`src/template_brace_tag_tokenizer_assert.svh`:
```
// Assertion macros for the brace-tag tokenizer.
// Taken in by the top level; needs nothing else.
`ifndef TEMPLATE_BRACE_TAG_TOKENIZER_ASSERT_SVH
`define TEMPLATE_BRACE_TAG_TOKENIZER_ASSERT_SVH

// Same-cycle implication, quiet during reset.
`define TBTT_ASSERT_IMPLY(label, clk, rst_n, cond, prop, msg) \
    label: assert property (@(posedge clk) disable iff (!rst_n) (cond) |-> (prop)) \
        else $error(msg);

// Next-cycle implication, quiet during reset.
`define TBTT_ASSERT_NEXT(label, clk, rst_n, cond, prop, msg) \
    label: assert property (@(posedge clk) disable iff (!rst_n) (cond) |=> (prop)) \
        else $error(msg);

`endif

```
`src/tbtt_pkg.sv`:
```
// Types and constants for the brace-tag tokenizer.
// Used by tbtt_scan, tbtt_queue and the top level; depends on nothing.
package tbtt_pkg;

    localparam logic [2:0] MODE_TEXT        = 3'd0;
    localparam logic [2:0] MODE_AFTER_BSL   = 3'd1;
    localparam logic [2:0] MODE_AFTER_BRACE = 3'd2;
    localparam logic [2:0] MODE_UTF8        = 3'd3;
    localparam logic [2:0] MODE_TAG         = 3'd4;
    localparam logic [2:0] MODE_TAG_ESC     = 3'd5;
    localparam logic [2:0] MODE_TAG_CLOSE   = 3'd6;

    localparam logic [1:0] RK_BYTE  = 2'd0;
    localparam logic [1:0] RK_END   = 2'd1;
    localparam logic [1:0] RK_ERROR = 2'd2;

    localparam logic [1:0] TT_TEXT    = 2'd0;
    localparam logic [1:0] TT_LITERAL = 2'd1;
    localparam logic [1:0] TT_TAG     = 2'd2;

    localparam logic KIND_DATA = 1'b0;
    localparam logic KIND_EOS  = 1'b1;

    localparam logic [7:0] CH_BSL     = 8'h5C;
    localparam logic [7:0] CH_LBRACE  = 8'h7B;
    localparam logic [7:0] CH_RBRACE  = 8'h7D;
    localparam logic [7:0] CH_QUOTE   = 8'h22;
    localparam logic [7:0] CH_NEWLINE = 8'h0A;

    // Most results one beat can cause
    localparam int MAX_RES = 3;

    // Result queue
    localparam int QDEPTH = 8;
    localparam int QIDX_W = $clog2(QDEPTH);
    localparam int QCNT_W = $clog2(QDEPTH + 1);

    typedef struct packed {
        logic [1:0] rk;
        logic [1:0] tt;
        logic [7:0] data;
        logic       last;
    } tbtt_res_t;

    typedef struct packed {
        logic [QCNT_W-1:0] count;
        logic              room;
    } tbtt_qstat_t;

    function automatic tbtt_res_t mk_res(logic [1:0] rk, logic [1:0] tt, logic [7:0] data);
        tbtt_res_t r;
        r.rk   = rk;
        r.tt   = tt;
        r.data = data;
        r.last = 1'b0;
        return r;
    endfunction

    // Length of a UTF-8 character from its lead byte; 1 for bad leads
    function automatic logic [2:0] seq_len(logic [7:0] c);
        logic [2:0] n;
        if ((c & 8'h80) == 8'h00)      n = 3'd1;
        else if ((c & 8'hE0) == 8'hC0) n = 3'd2;
        else if ((c & 8'hF0) == 8'hE0) n = 3'd3;
        else if ((c & 8'hF8) == 8'hF0) n = 3'd4;
        else if ((c & 8'hFC) == 8'hF8) n = 3'd5;
        else if ((c & 8'hFE) == 8'hFC) n = 3'd6;
        else                           n = 3'd1;
        return n;
    endfunction

endpackage

```
`src/tbtt_scan.sv`:
```
// Scanner state and per-beat decode for the brace-tag tokenizer.
// Depends on tbtt_pkg; gives up to three results per accepted beat.
module tbtt_scan
    import tbtt_pkg::*;
(
    input  logic                    clk,
    input  logic                    rst_n,
    input  logic                    acc,
    input  logic                    kind,
    input  logic [7:0]              in_byte,
    output tbtt_res_t [MAX_RES-1:0] res,
    output logic [1:0]              res_cnt
);

    logic [2:0] mode_reg, mode_next;
    logic       text_open_reg, text_open_next;
    logic       quote_reg, quote_next;
    logic       nl_swallow_reg, nl_swallow_next;
    logic       prior_nl_reg, prior_nl_next;
    logic [2:0] utf8_left_reg, utf8_left_next;
    logic [1:0] pend_tt_reg, pend_tt_next;

    tbtt_res_t [MAX_RES-1:0] r;
    logic [1:0]              cnt;
    logic [2:0]              plen;
    logic [7:0]              delim;
    logic [7:0]              c;

    assign c     = in_byte;
    assign plen  = seq_len(c);
    assign delim = (mode_reg == MODE_AFTER_BSL) ? CH_BSL : CH_LBRACE;

    always_comb
    begin
        mode_next       = mode_reg;
        text_open_next  = text_open_reg;
        quote_next      = quote_reg;
        nl_swallow_next = nl_swallow_reg;
        prior_nl_next   = prior_nl_reg;
        utf8_left_next  = utf8_left_reg;
        pend_tt_next    = pend_tt_reg;
        r               = '0;
        cnt             = 2'd0;

        if (kind == KIND_EOS)
        begin
            unique case (mode_reg) inside
                MODE_TEXT:
                begin
                    if (text_open_reg)
                    begin
                        r[0] = mk_res(RK_END, TT_TEXT, 8'h00);
                        cnt  = 2'd1;
                    end
                end
                MODE_AFTER_BSL, MODE_AFTER_BRACE:
                begin
                    r[0] = mk_res(RK_BYTE, TT_LITERAL, delim);
                    r[1] = mk_res(RK_END, TT_LITERAL, 8'h00);
                    cnt  = 2'd2;
                end
                MODE_UTF8:
                begin
                    // close with the bytes already sent
                    r[0] = mk_res(RK_END, pend_tt_reg, 8'h00);
                    cnt  = 2'd1;
                end
                default:
                begin
                    r[0] = mk_res(RK_ERROR, TT_TAG, 8'h00);
                    cnt  = 2'd1;
                end
            endcase
            mode_next       = MODE_TEXT;
            text_open_next  = 1'b0;
            quote_next      = 1'b0;
            nl_swallow_next = 1'b0;
            prior_nl_next   = 1'b1;
            utf8_left_next  = 3'd0;
            pend_tt_next    = TT_TEXT;
        end
        else
        begin
            unique case (mode_reg) inside
                MODE_TEXT:
                begin
                    if (c == CH_BSL || c == CH_LBRACE)
                    begin
                        if (text_open_reg)
                        begin
                            r[0] = mk_res(RK_END, TT_TEXT, 8'h00);
                            cnt  = 2'd1;
                        end
                        text_open_next  = 1'b0;
                        nl_swallow_next = 1'b0;
                        if (c == CH_BSL)
                        begin
                            prior_nl_next = 1'b0;
                            mode_next     = MODE_AFTER_BSL;
                        end
                        else
                        begin
                            mode_next = MODE_AFTER_BRACE;
                        end
                    end
                    else if (nl_swallow_reg && !text_open_reg && c == CH_NEWLINE)
                    begin
                        // drop the newline straight after a tag that began a line
                        nl_swallow_next = 1'b0;
                    end
                    else
                    begin
                        nl_swallow_next = 1'b0;
                        r[0]            = mk_res(RK_BYTE, TT_TEXT, c);
                        cnt             = 2'd1;
                        text_open_next  = 1'b1;
                        prior_nl_next   = (c == CH_NEWLINE);
                    end
                end
                MODE_AFTER_BSL, MODE_AFTER_BRACE:
                begin
                    if (c == CH_LBRACE && mode_reg == MODE_AFTER_BSL)
                    begin
                        r[0]      = mk_res(RK_BYTE, TT_LITERAL, CH_LBRACE);
                        r[1]      = mk_res(RK_END, TT_LITERAL, 8'h00);
                        cnt       = 2'd2;
                        mode_next = MODE_TEXT;
                    end
                    else if (c == CH_LBRACE)
                    begin
                        quote_next = 1'b0;
                        mode_next  = MODE_TAG;
                    end
                    else
                    begin
                        // delimiter and byte form a short text token
                        r[0]          = mk_res(RK_BYTE, TT_TEXT, delim);
                        r[1]          = mk_res(RK_BYTE, TT_TEXT, c);
                        prior_nl_next = 1'b0;
                        if (plen > 3'd1)
                        begin
                            cnt            = 2'd2;
                            utf8_left_next = plen - 3'd1;
                            pend_tt_next   = TT_TEXT;
                            mode_next      = MODE_UTF8;
                        end
                        else
                        begin
                            r[2]      = mk_res(RK_END, TT_TEXT, 8'h00);
                            cnt       = 2'd3;
                            mode_next = MODE_TEXT;
                        end
                    end
                end
                MODE_UTF8:
                begin
                    r[0]           = mk_res(RK_BYTE, pend_tt_reg, c);
                    cnt            = 2'd1;
                    utf8_left_next = utf8_left_reg - 3'd1;
                    if (utf8_left_next == 3'd0)
                    begin
                        r[1]      = mk_res(RK_END, pend_tt_reg, 8'h00);
                        cnt       = 2'd2;
                        mode_next = MODE_TEXT;
                    end
                end
                MODE_TAG:
                begin
                    if (c == CH_RBRACE && !quote_reg)
                    begin
                        mode_next = MODE_TAG_CLOSE;
                    end
                    else
                    begin
                        r[0] = mk_res(RK_BYTE, TT_TAG, c);
                        cnt  = 2'd1;
                        if (c == CH_QUOTE)
                        begin
                            quote_next = ~quote_reg;
                        end
                        else if (c == CH_BSL && quote_reg)
                        begin
                            mode_next = MODE_TAG_ESC;
                        end
                    end
                end
                MODE_TAG_ESC:
                begin
                    r[0]      = mk_res(RK_BYTE, TT_TAG, c);
                    cnt       = 2'd1;
                    mode_next = MODE_TAG;
                end
                default:
                begin
                    if (c == CH_RBRACE)
                    begin
                        r[0]            = mk_res(RK_END, TT_TAG, 8'h00);
                        cnt             = 2'd1;
                        nl_swallow_next = prior_nl_reg;
                        prior_nl_next   = 1'b0;
                        quote_next      = 1'b0;
                        mode_next       = MODE_TEXT;
                    end
                    else
                    begin
                        // lone close brace: both bytes stay in the tag
                        r[0]      = mk_res(RK_BYTE, TT_TAG, CH_RBRACE);
                        r[1]      = mk_res(RK_BYTE, TT_TAG, c);
                        cnt       = 2'd2;
                        mode_next = MODE_TAG;
                    end
                end
            endcase
        end

        case (cnt)
            2'd1:    r[0].last = 1'b1;
            2'd2:    r[1].last = 1'b1;
            2'd3:    r[2].last = 1'b1;
            default: r[0].last = 1'b0;
        endcase
    end

    assign res     = r;
    assign res_cnt = cnt;

    always_ff @(posedge clk or negedge rst_n)
    begin
        if (!rst_n)
        begin
            mode_reg       <= MODE_TEXT;
            text_open_reg  <= 1'b0;
            quote_reg      <= 1'b0;
            nl_swallow_reg <= 1'b0;
            prior_nl_reg   <= 1'b1;
            utf8_left_reg  <= 3'd0;
            pend_tt_reg    <= TT_TEXT;
        end
        else if (acc)
        begin
            mode_reg       <= mode_next;
            text_open_reg  <= text_open_next;
            quote_reg      <= quote_next;
            nl_swallow_reg <= nl_swallow_next;
            prior_nl_reg   <= prior_nl_next;
            utf8_left_reg  <= utf8_left_next;
            pend_tt_reg    <= pend_tt_next;
        end
    end

endmodule

```
`src/tbtt_queue.sv`:
```
// Result queue for the brace-tag tokenizer: takes up to three results a
// cycle and hands out one. Depends on tbtt_pkg.
module tbtt_queue
    import tbtt_pkg::*;
(
    input  logic                    clk,
    input  logic                    rst_n,
    input  logic                    push,
    input  tbtt_res_t [MAX_RES-1:0] push_res,
    input  logic [1:0]              push_cnt,
    input  logic                    pop,
    output logic                    not_empty,
    output tbtt_res_t               head,
    output tbtt_qstat_t             stat
);

    tbtt_res_t         mem [QDEPTH];
    logic [QIDX_W-1:0] wr_ptr_reg, wr_ptr_next;
    logic [QIDX_W-1:0] rd_ptr_reg, rd_ptr_next;
    logic [QCNT_W-1:0] count_reg, count_next;
    logic [QCNT_W-1:0] add_cnt;

    assign add_cnt     = push ? QCNT_W'(push_cnt) : '0;
    assign wr_ptr_next = wr_ptr_reg + QIDX_W'(add_cnt);
    assign rd_ptr_next = pop ? rd_ptr_reg + QIDX_W'(1) : rd_ptr_reg;
    assign count_next  = count_reg + add_cnt - (pop ? QCNT_W'(1) : QCNT_W'(0));

    assign not_empty  = (count_reg != '0);
    assign head       = mem[rd_ptr_reg];
    assign stat.count = count_reg;
    // hold input unless a full burst of results still fits
    assign stat.room  = (count_reg <= QCNT_W'(QDEPTH - MAX_RES));

    always_ff @(posedge clk)
    begin
        for (int i = 0; i < MAX_RES; i++)
        begin
            if (push && (QCNT_W'(i) < QCNT_W'(push_cnt)))
            begin
                mem[wr_ptr_reg + QIDX_W'(i)] <= push_res[i];
            end
        end
    end

    always_ff @(posedge clk or negedge rst_n)
    begin
        if (!rst_n)
        begin
            wr_ptr_reg <= '0;
            rd_ptr_reg <= '0;
            count_reg  <= '0;
        end
        else
        begin
            wr_ptr_reg <= wr_ptr_next;
            rd_ptr_reg <= rd_ptr_next;
            count_reg  <= count_next;
        end
    end

endmodule

```
`src/template_brace_tag_tokenizer.sv`:
```
// Brace-tag template tokenizer.
// Input channel: one beat per template byte (kind 0) or end of stream
// (kind 1), handshake in_valid / in_stall. Output channel: one beat per
// result (token byte, end of token or unterminated-tag error) with its token
// type, handshake out_valid / out_stall; last marks the final result of an
// input beat. A beat that causes no result gives no output beat.
// A beat's results are registered in the result queue. Throughput: one input
// beat per cycle while beats give at most one result each and out_stall is
// low; the output side moves one result per cycle, so beats that give two
// or three results are paid for in output cycles, buffered by an 8-entry
// result queue. in_stall rises when fewer than three queue entries are free.
// Stalling the output lets the queue fill and then holds the input; no result
// is lost or repeated. Reset clears the scanner to plain text mode and empties
// the queue; an end-of-stream beat also returns the scanner to that state.
// Files: tbtt_pkg, tbtt_scan, tbtt_queue, assertion header.
module template_brace_tag_tokenizer
    import tbtt_pkg::*;
(
    input  logic       clk,
    input  logic       rst_n,
    input  logic       in_valid,
    output logic       in_stall,
    input  logic       kind,
    input  logic [7:0] in_byte,
    output logic       out_valid,
    input  logic       out_stall,
    output logic [1:0] result_kind,
    output logic [1:0] token_type,
    output logic [7:0] out_byte,
    output logic       last
);

    `include "template_brace_tag_tokenizer_assert.svh"

    logic                    in_acc;
    logic                    out_acc;
    tbtt_res_t [MAX_RES-1:0] res;
    logic [1:0]              res_cnt;
    tbtt_res_t               head;
    tbtt_qstat_t             qstat;
    logic                    q_not_empty;

    assign in_stall = !qstat.room;
    assign in_acc   = in_valid && !in_stall;
    assign out_acc  = out_valid && !out_stall;

    tbtt_scan u_scan
    (
        .clk     (clk),
        .rst_n   (rst_n),
        .acc     (in_acc),
        .kind    (kind),
        .in_byte (in_byte),
        .res     (res),
        .res_cnt (res_cnt)
    );

    tbtt_queue u_queue
    (
        .clk       (clk),
        .rst_n     (rst_n),
        .push      (in_acc),
        .push_res  (res),
        .push_cnt  (res_cnt),
        .pop       (out_acc),
        .not_empty (q_not_empty),
        .head      (head),
        .stat      (qstat)
    );

    assign out_valid   = q_not_empty;
    assign result_kind = head.rk;
    assign token_type  = head.tt;
    assign out_byte    = head.data;
    assign last        = head.last;

    `TBTT_ASSERT_IMPLY(a_queue_bound, clk, rst_n, 1'b1,
        qstat.count <= QCNT_W'(QDEPTH), "result queue overflow")
    `TBTT_ASSERT_NEXT(a_result_shown, clk, rst_n, in_acc && res_cnt != 2'd0,
        out_valid, "accepted result not offered")
    `TBTT_ASSERT_IMPLY(a_last_three, clk, rst_n, res_cnt == 2'd3,
        res[2].last && !res[1].last && !res[0].last, "last flag misplaced in three-result beat")
    `TBTT_ASSERT_IMPLY(a_last_two, clk, rst_n, res_cnt == 2'd2,
        res[1].last && !res[0].last, "last flag misplaced in two-result beat")

endmodule

```
`config.mk`:
```
export PLATFORM = sky130hd
export DESIGN_NAME = template_brace_tag_tokenizer
export DESIGN_NICKNAME = d
export VERILOG_FILES = /design/src/tbtt_pkg.sv /design/src/tbtt_scan.sv /design/src/tbtt_queue.sv /design/src/template_brace_tag_tokenizer.sv
export VERILOG_INCLUDE_DIRS = /design/src /design/src/src
export SDC_FILE = /design/constraint.sdc
export NUM_CORES = 1
export LEC_CHECK = 0
export ABC_AREA = 1
export BUFFER_PORTS_ARGS = -buffer_cell sky130_fd_sc_hd__clkbuf_2
export CAP_MARGIN = 40
export CORE_ASPECT_RATIO = 1.25
export CORE_MARGIN = 10
export CORE_UTILIZATION = 56
export CTS_BUF_LIST = sky130_fd_sc_hd__clkbuf_16
export CTS_CLUSTER_DIAMETER = 100
export CTS_CLUSTER_SIZE = 8
export DETAILED_ROUTE_END_ITERATION = 16
export PLACE_DENSITY = 0.83
export SYNTH_ARGS = -nofsm -noshare
export SYNTH_HDL_FRONTEND = slang
export SYNTH_SLANG_ARGS = --single-unit
```
`constraint.sdc`:
```
create_clock -name clk -period 6.3 [get_ports clk]
set_clock_uncertainty 0.05 [all_clocks]
set_input_delay 1.575 -clock clk [delete_from_list [all_inputs] [get_ports clk]]
set_output_delay 1.575 -clock clk [all_outputs]
set_load 0.005 [all_outputs]
```
==> results of run 1 <==
==> per-layer routing <==
| metal | GRT usage [%] | up-vias |
|---|---|---|
| li1 | - | 4110 |
| met1 | 28.3 | 3904 |
| met2 | 41.7 | 443 |
| met3 | 5.03 | 96 |
| met4 | 13.4 | 0 |
| met5 | 0 | - |
==> critical path, stage by stage, from the launching register on <==
cell and delay (ps):
dfrtp_2 390, inv_1 500, buf_4 450, o21ai_0 170
o22ai_1 200, nor2_1 80, a31oi_1 300, clkbuf_2 180
==> synth_stat cells (18+ instances only) <==
| library cell | n |
|---|---|
| a21oi_1 | 84 |
| clkbuf_1 | 20 |
| dfrtp_1 | 19 |
| dfxtp_1 | 88 |
| ha_1 | 18 |
| inv_1 | 99 |
| inv_2 | 18 |
| nand2_1 | 265 |
| nand3_1 | 56 |
| nor2_1 | 327 |
| o21ai_0 | 93 |
| o22ai_1 | 22 |
==> power groups by stage <==
stage          registers [mW]  clock network (mW)  logic [mW]
5_1_grt                  1.43                1.03        2.88
3_5_place_dp             1.40                   0        2.53
3_3_place_gp             1.39                   0        2.43
2_1_floorplan            1.33                   0        1.89
4_1_cts                  1.38               0.993        2.56
6_report                 1.39               0.995        2.60
==> cell families (layout without fill, tap and decap cells) <==
logic type | count (synthesis) | in the layout | synth area share (%)
xor+xnor | 6 | 6 | 0.645
compound gates | 234 | 234 | 15.5
buf+inv | 165 | 186 | 8.73
simple gates | 721 | 721 | 38.2
flops | 124 | 124 | 33.7
fa+ha+maj | 20 | 20 | 3.25
==> worst max-delay path by stage <==
stage,depth (start not counted),start,to
after floorplan,16,in_byte[5],u_queue.wr_ptr_reg[2]$_DFF_PN0_
after global placement,19,in_byte[5],u_queue.mem[6][7]$_SDFFE_PP0P_
after detailed placement,19,in_byte[5],u_queue.mem[6][7]$_SDFFE_PP0P_
after CTS,7,u_queue.rd_ptr_reg[0]$_DFFE_PN0P_,token_type[1]
after global routing,19,in_byte[5],u_queue.mem[3][9]$_SDFFE_PP0P_
final,7,u_queue.rd_ptr_reg[0]$_DFFE_PN0P_,token_type[1]
==> layout make-up <==
type | count | area [µm²]
clock inverters | 14 | 141
clock buffers | 18 | 450
inverters | 118 | 443
flip-flops and latches | 124 | 2750
fillers | 1324 | 5400
multi-input cells | 981 | 4690
well taps | 178 | 223
repair buffers | 36 | 245
==> through the flow <==
step                      area (µm²)  worst slack [ps]  cells  hold slack, ps  util [%]
after floorplan                 8150              2460   1270             382         -
after global placement          8270              1700   1432             403      57.6
after detailed placement        8350              1660   1437             409      58.2
after CTS                       8940              2020   1469             418      62.3
after global routing            8940              1660   1469             443      62.3
final                           8940              1960   1469             418      62.3
==> key figures, run 1 <==
Worst setup path
  – Crit path max fanout: 29
  – R2r worst-path depth: 18
  – WS Path Type: reg -> out
  – CP Data Arrival Time: 2710 ps
  – FF-to-FF setup slack: 2650 ps
  – R2R Path End: u_queue.mem[3][9]$_SDFFE_PP0P_
  – Reg2Reg Launch Point: u_scan.mode_reg[1]$_DFFE_PN0P_
  – Worst Path Required: 4680 ps
  – CP endpoint kind: output port
  – Startpoint types: flip-flop

Drt
  – Drt first pass iters: 6
  – Drt first-iter violations: 851
  – Routed WL: 24,800 µm
  – Via-to-Cell Ratio: 5.82
  – Met3 WL: 2220 µm
  – Uppermost layer routed: met4
  – Vias post-DR: 8,553
  – Final ANT Viol Nets: 0
  – DRC Markers: 0
  – Metal-1 WL: 9440 µm
  – WL/cell: 16.9 µm
  – DR WL met2: 12,000 µm

Synthesis
  – Number of enable flip-flop cells after synthesis: 16
  – Mean Syn Cell Area: 6.42 µm²
  – Syn Inst Count: 1,270
  – Post-synth top area share: 21.6%
  – Yosys Warn Count: 0
  – Net count after synthesis: 1,303
  – Synthesized area: 8150 µm²
  – Flops & latches, synth: 124
  – Post-synth top flop: dfxtp_1
  – Synth cell types: 44
  – Asr flop ratio synth: 16.1%
  – Top post-synthesis cells by area: dfxtp_1, nor2_1, nand2_1
  – Area leader, netlist: dfxtp_1
  – Register area share after synthesis: 33.7%

Status
  – Status: finished clean

Power
  – Flop pwr share: 27.9%
  – Power Internal: 2.65 mW
  – Clk network pwr share: 20.0%
  – Switching Share: 46.7%
  – Static leakage: 4.37 nW
  – Pwr Total: 4.98 mW
  – Net switching power: 2.33 mW
  – Peak supply drop: 0.297 mV
  – Gate power share: 52.1%
  – Pwr dens: 557 nW/µm²

Floorplanning
  – Core outline area: 14,300 µm²
  – Row count: 49
  – Die X-Extent: 128 µm
  – IO Count: 28
  – Die H: 155 µm
  – Initial Util: 56.8%
  – Die area: 19,800 µm²

CTS
  – Clock Latency Late Sink: 430 ps
  – CTS root buffer: clkbuf_16
  – Clock transition at path regs: 60 ps
  – CTS tree: built
  – CTS Hold Bufs: 0
  – CTS buffer count: 17
  – Post-CTS setup buffers: 0
  – CTS resizes: 0
  – Max clock buf depth: 2
  – H-tree level count: 4
  – Clock Sinks: 124

Global routing
  – Tot GR Track Use: 24.6%
  – Vias in the first global route: 7,945
  – Total grt overflow: 0
  – Antenna violations before repair: 0
  – First-pass GRT wire length: 39,600 µm
  – Largest net degree at the start of global routing: 57

Placement
  – RD Place Congestion: 0.987
  – DP HPWL: 17,500 µm
  – Input/output buffers: 27

Timing
  – Final hold violation count: 0
  – Tcrit/Tclk final: 68.8%
  – Fmax: 0.231 GHz
  – Setup repair after global routing missed its margin: no
  – Min cycle time layout: 4340 ps
  – Measured slew at the worst slew-check pin: 874 ps
  – Slew margin rel.: 41.5%
  – Final setup violation count: 0
  – Max Slew Vio Count: 0
  – Setup TNS: 0 ps

Finish
  – Most common cell after layout, fill and taps aside: nor2_1
  – Synthesis-to-finish area growth: 9.72%
  – Layout Nets: 1,311
  – ANT cells: 0
  – Layout cells sized above 1: 10.9%
  – Max FFs per register: 104
  – Most frequent cells in the layout: nor2_1, nand2_1, inv_1, o21ai_0, dfxtp_1

Min path
  – Hold Crit Depth: 2
  – Worst Hold Class: reg -> reg
  – Worst Hold End: u_queue.mem[7][12]$_SDFFE_PP0P_
  – Hold path startpoint: u_queue.mem[7][12]$_SDFFE_PP0P_

Flow run
  – MaxCap Viol Count: 0
(Power assumes the default switching activity.)
==> run 2: changes to the inputs <==
==> constraint.sdc (replaced) <==
create_clock -name clk -period 4 [get_ports clk]
set_clock_uncertainty 0.05 [all_clocks]
set_input_delay 1 -clock clk [delete_from_list [all_inputs] [get_ports clk]]
set_output_delay 1 -clock clk [all_outputs]
set_load 0.005 [all_outputs]
==> run 2 against run 1 <==
Utilization grew 0.71 points; sequential cell count is the same; non-clock buffer count grew 16; largest power group unchanged; critical path type unchanged; global-route usage grew 0.63 points; sequential power grew 58%; clock power grew 59%.
==> key figures, run 2 (synthesized netlist as in run 1, its figures left out) <==
Global routing
  – Tot GR Track Use: 25.3% (+0.63 points)
  – Antenna violations before repair: 0 (unchanged)
  – Largest net degree at the start of global routing: 57 (unchanged)
  – First-pass GRT wire length: 40,400 µm (+2.1%)
  – Vias in the first global route: 8,101 (+2.0%)
  – Total grt overflow: 0 (unchanged)

Power
  – Clk network pwr share: 19.9% (about the same)
  – Gate power share: 52.4% (+0.3 points)
  – Net switching power: 3.69 mW (+58%)
  – Flop pwr share: 27.7% (-0.2 points)
  – Static leakage: 4.44 nW (+1.4%)
  – Pwr dens: 874 nW/µm² (+57%)
  – Peak supply drop: 0.504 mV (+70%)
  – Power Internal: 4.21 mW (+59%)
  – Switching Share: 46.7% (about the same)

Worst setup path
  – CP endpoint kind: output port
  – Crit path max fanout: 56 (+93%)
  – FF-to-FF setup slack: 840 ps (-1810 ps)
  – WS Path Type: reg -> out
  – CP Data Arrival Time: 2250 ps (-460 ps)
  – Startpoint types: flip-flop
  – Worst Path Required: 2950 ps (-1730 ps)
  – R2r worst-path depth: 17 (-1)

Floorplanning
  – Core outline area: 14,300 µm² (unchanged)
  – Die area: 19,800 µm² (unchanged)
  – Row count: 49 (unchanged)
  – IO Count: 28 (unchanged)
  – Initial Util: 56.8% (unchanged)
  – Die H: 155 µm (unchanged)
  – Die X-Extent: 128 µm (unchanged)

Finish
  – ANT cells: 0 (unchanged)
  – Fillers: 1,298 (-2.0%)
  – Design area: 9040 µm² (+1.1%)
  – Most frequent cells in the layout: nor2_1, nand2_1, inv_1, o21ai_0, dfxtp_1
  – Most common cell after layout, fill and taps aside: nor2_1
  – Layout cells sized above 1: 12.0% (+1.1 points)
  – Synthesis-to-finish area growth: 11.0%
  – Max FFs per register: 104 (unchanged)
  – Layout Nets: 1,327 (+1.2%)

Min path
  – Worst Hold Class: reg -> reg
  – Hold Crit Depth: 2 (unchanged)

Timing
  – Setup TNS: 0 ps (unchanged)
  – Hold slack: 411 ps (-7.74 ps)
  – Max Slew Vio Count: 0 (unchanged)
  – Measured slew at the worst slew-check pin: 941 ps (+67.5 ps)
  – Setup repair after global routing missed its margin: no
  – Min cycle time layout: 3300 ps
  – Fmax: 0.303 GHz
  – Final hold violation count: 0 (unchanged)
  – Tcrit/Tclk final: 82.5%
  – Final setup violation count: 0 (unchanged)
  – Slew margin rel.: 37.3% (-4.2 points)

Drt
  – Uppermost layer routed: met4
  – Vias post-DR: 8,575 (+0.26%)
  – WL/cell: 16.9 µm (+0.39%)
  – Met3 WL: 2130 µm (-4.0%)
  – Drt first-iter violations: 1,080 (+27%)
  – Drt first pass iters: 7 (+1)
  – Final ANT Viol Nets: 0 (unchanged)
  – DR WL met2: 12,200 µm (+1.9%)
  – Via-to-Cell Ratio: 5.77 (-0.82%)
  – Routed WL: 25,200 µm (+1.5%)
  – DRC Markers: 0 (unchanged)
  – Metal-1 WL: 9530 µm (+0.93%)

CTS
  – CTS Hold Bufs: 0 (unchanged)
  – Post-CTS setup buffers: 0 (unchanged)
  – Clock transition at path regs: 60 ps (about the same)
  – Clock Latency Late Sink: 430 ps (about the same)
  – Max clock buf depth: 2 (unchanged)
  – CTS resizes: 0 (unchanged)
  – Clock Sinks: 124 (unchanged)
  – CTS root buffer: clkbuf_16
  – CTS buffer count: 17 (unchanged)
  – CTS tree: built
  – H-tree level count: 4 (unchanged)

Placement
  – DP HPWL: 18,200 µm (+3.6%)
  – Input/output buffers: 27 (unchanged)
  – Placed cell areas: 8440 µm² (+1.0%)
  – RD Place Congestion: 0.966 (-2.1%)

Flow run
  – MaxCap Viol Count: 0 (unchanged)

Status
  – Status: finished clean
run 2: layer usage:
layer,GRT usage (%),vias up
met5,0,-
met4,14.3,0
met3,5.10,115
met2,42.5,473
met1,29.1,3841
li1,-,4146
run 2: final cells by class:
cell class                      count  area [µm²]  share of cell area, %
Clock buffer                       20         500                   5.53
Timing Repair Buffer               52         333                   3.68
Clock inverter                     12         105                   1.16
Multi-Input combinational cell    981        4690                   51.9
Inverter                          118         443                   4.90
Sequential cell                   124        2750                   30.4
Tap cell                          178         223                   2.46
run 2: worst paths after layout:
kind	from	end
max	u_queue.rd_ptr_reg[0]$_DFFE_PN0P_	out_byte[0]
min in group asynchronous	rst_n	u_scan.text_open_reg$_DFFE_PN0P_
max in group asynchronous	rst_n	u_queue.rd_ptr_reg[0]$_DFFE_PN0P_
min reg2reg	u_queue.mem[3][12]$_SDFFE_PP0P_	u_queue.mem[3][12]$_SDFFE_PP0P_
max reg2reg	u_scan.mode_reg[1]$_DFFE_PN0P_	u_queue.mem[7][0]$_DFFE_PP_
min	u_queue.mem[3][12]$_SDFFE_PP0P_	u_queue.mem[3][12]$_SDFFE_PP0P_
run 2: power groups by stage:
| stage | Combinational, mW | Sequential, mW | Clock [mW] |
|---|---|---|---|
| 6_report | 4.14 | 2.19 | 1.58 |
| 5_1_grt | 4.60 | 2.25 | 1.64 |
| 4_1_cts | 4.07 | 2.18 | 1.58 |
| 3_5_place_dp | 4.04 | 2.20 | 0 |
| 3_3_place_gp | 3.95 | 2.18 | 0 |
| 2_1_floorplan | 2.97 | 2.10 | 0 |
run 2: stage by stage:
step / instances / power (mW) / setup slack, ps / util [%]
floorplan: 1270 / 5.07 / 736 / -
global placement: 1452 / 6.13 / 463 / 58.8
detailed placement: 1453 / 6.24 / 358 / 58.8
CTS: 1485 / 7.83 / 733 / 63.0
global route: 1485 / 8.49 / 469 / 63.0
finish: 1485 / 7.90 / 701 / 63.0
run 2: worst max-delay path: stages, from the launching register on:
cell,delay [ps]
dfrtp_2,350
buf_4,520
o21ai_0,160
o22ai_1,290
nor2_1,90
a31oi_1,230
clkbuf_2,160
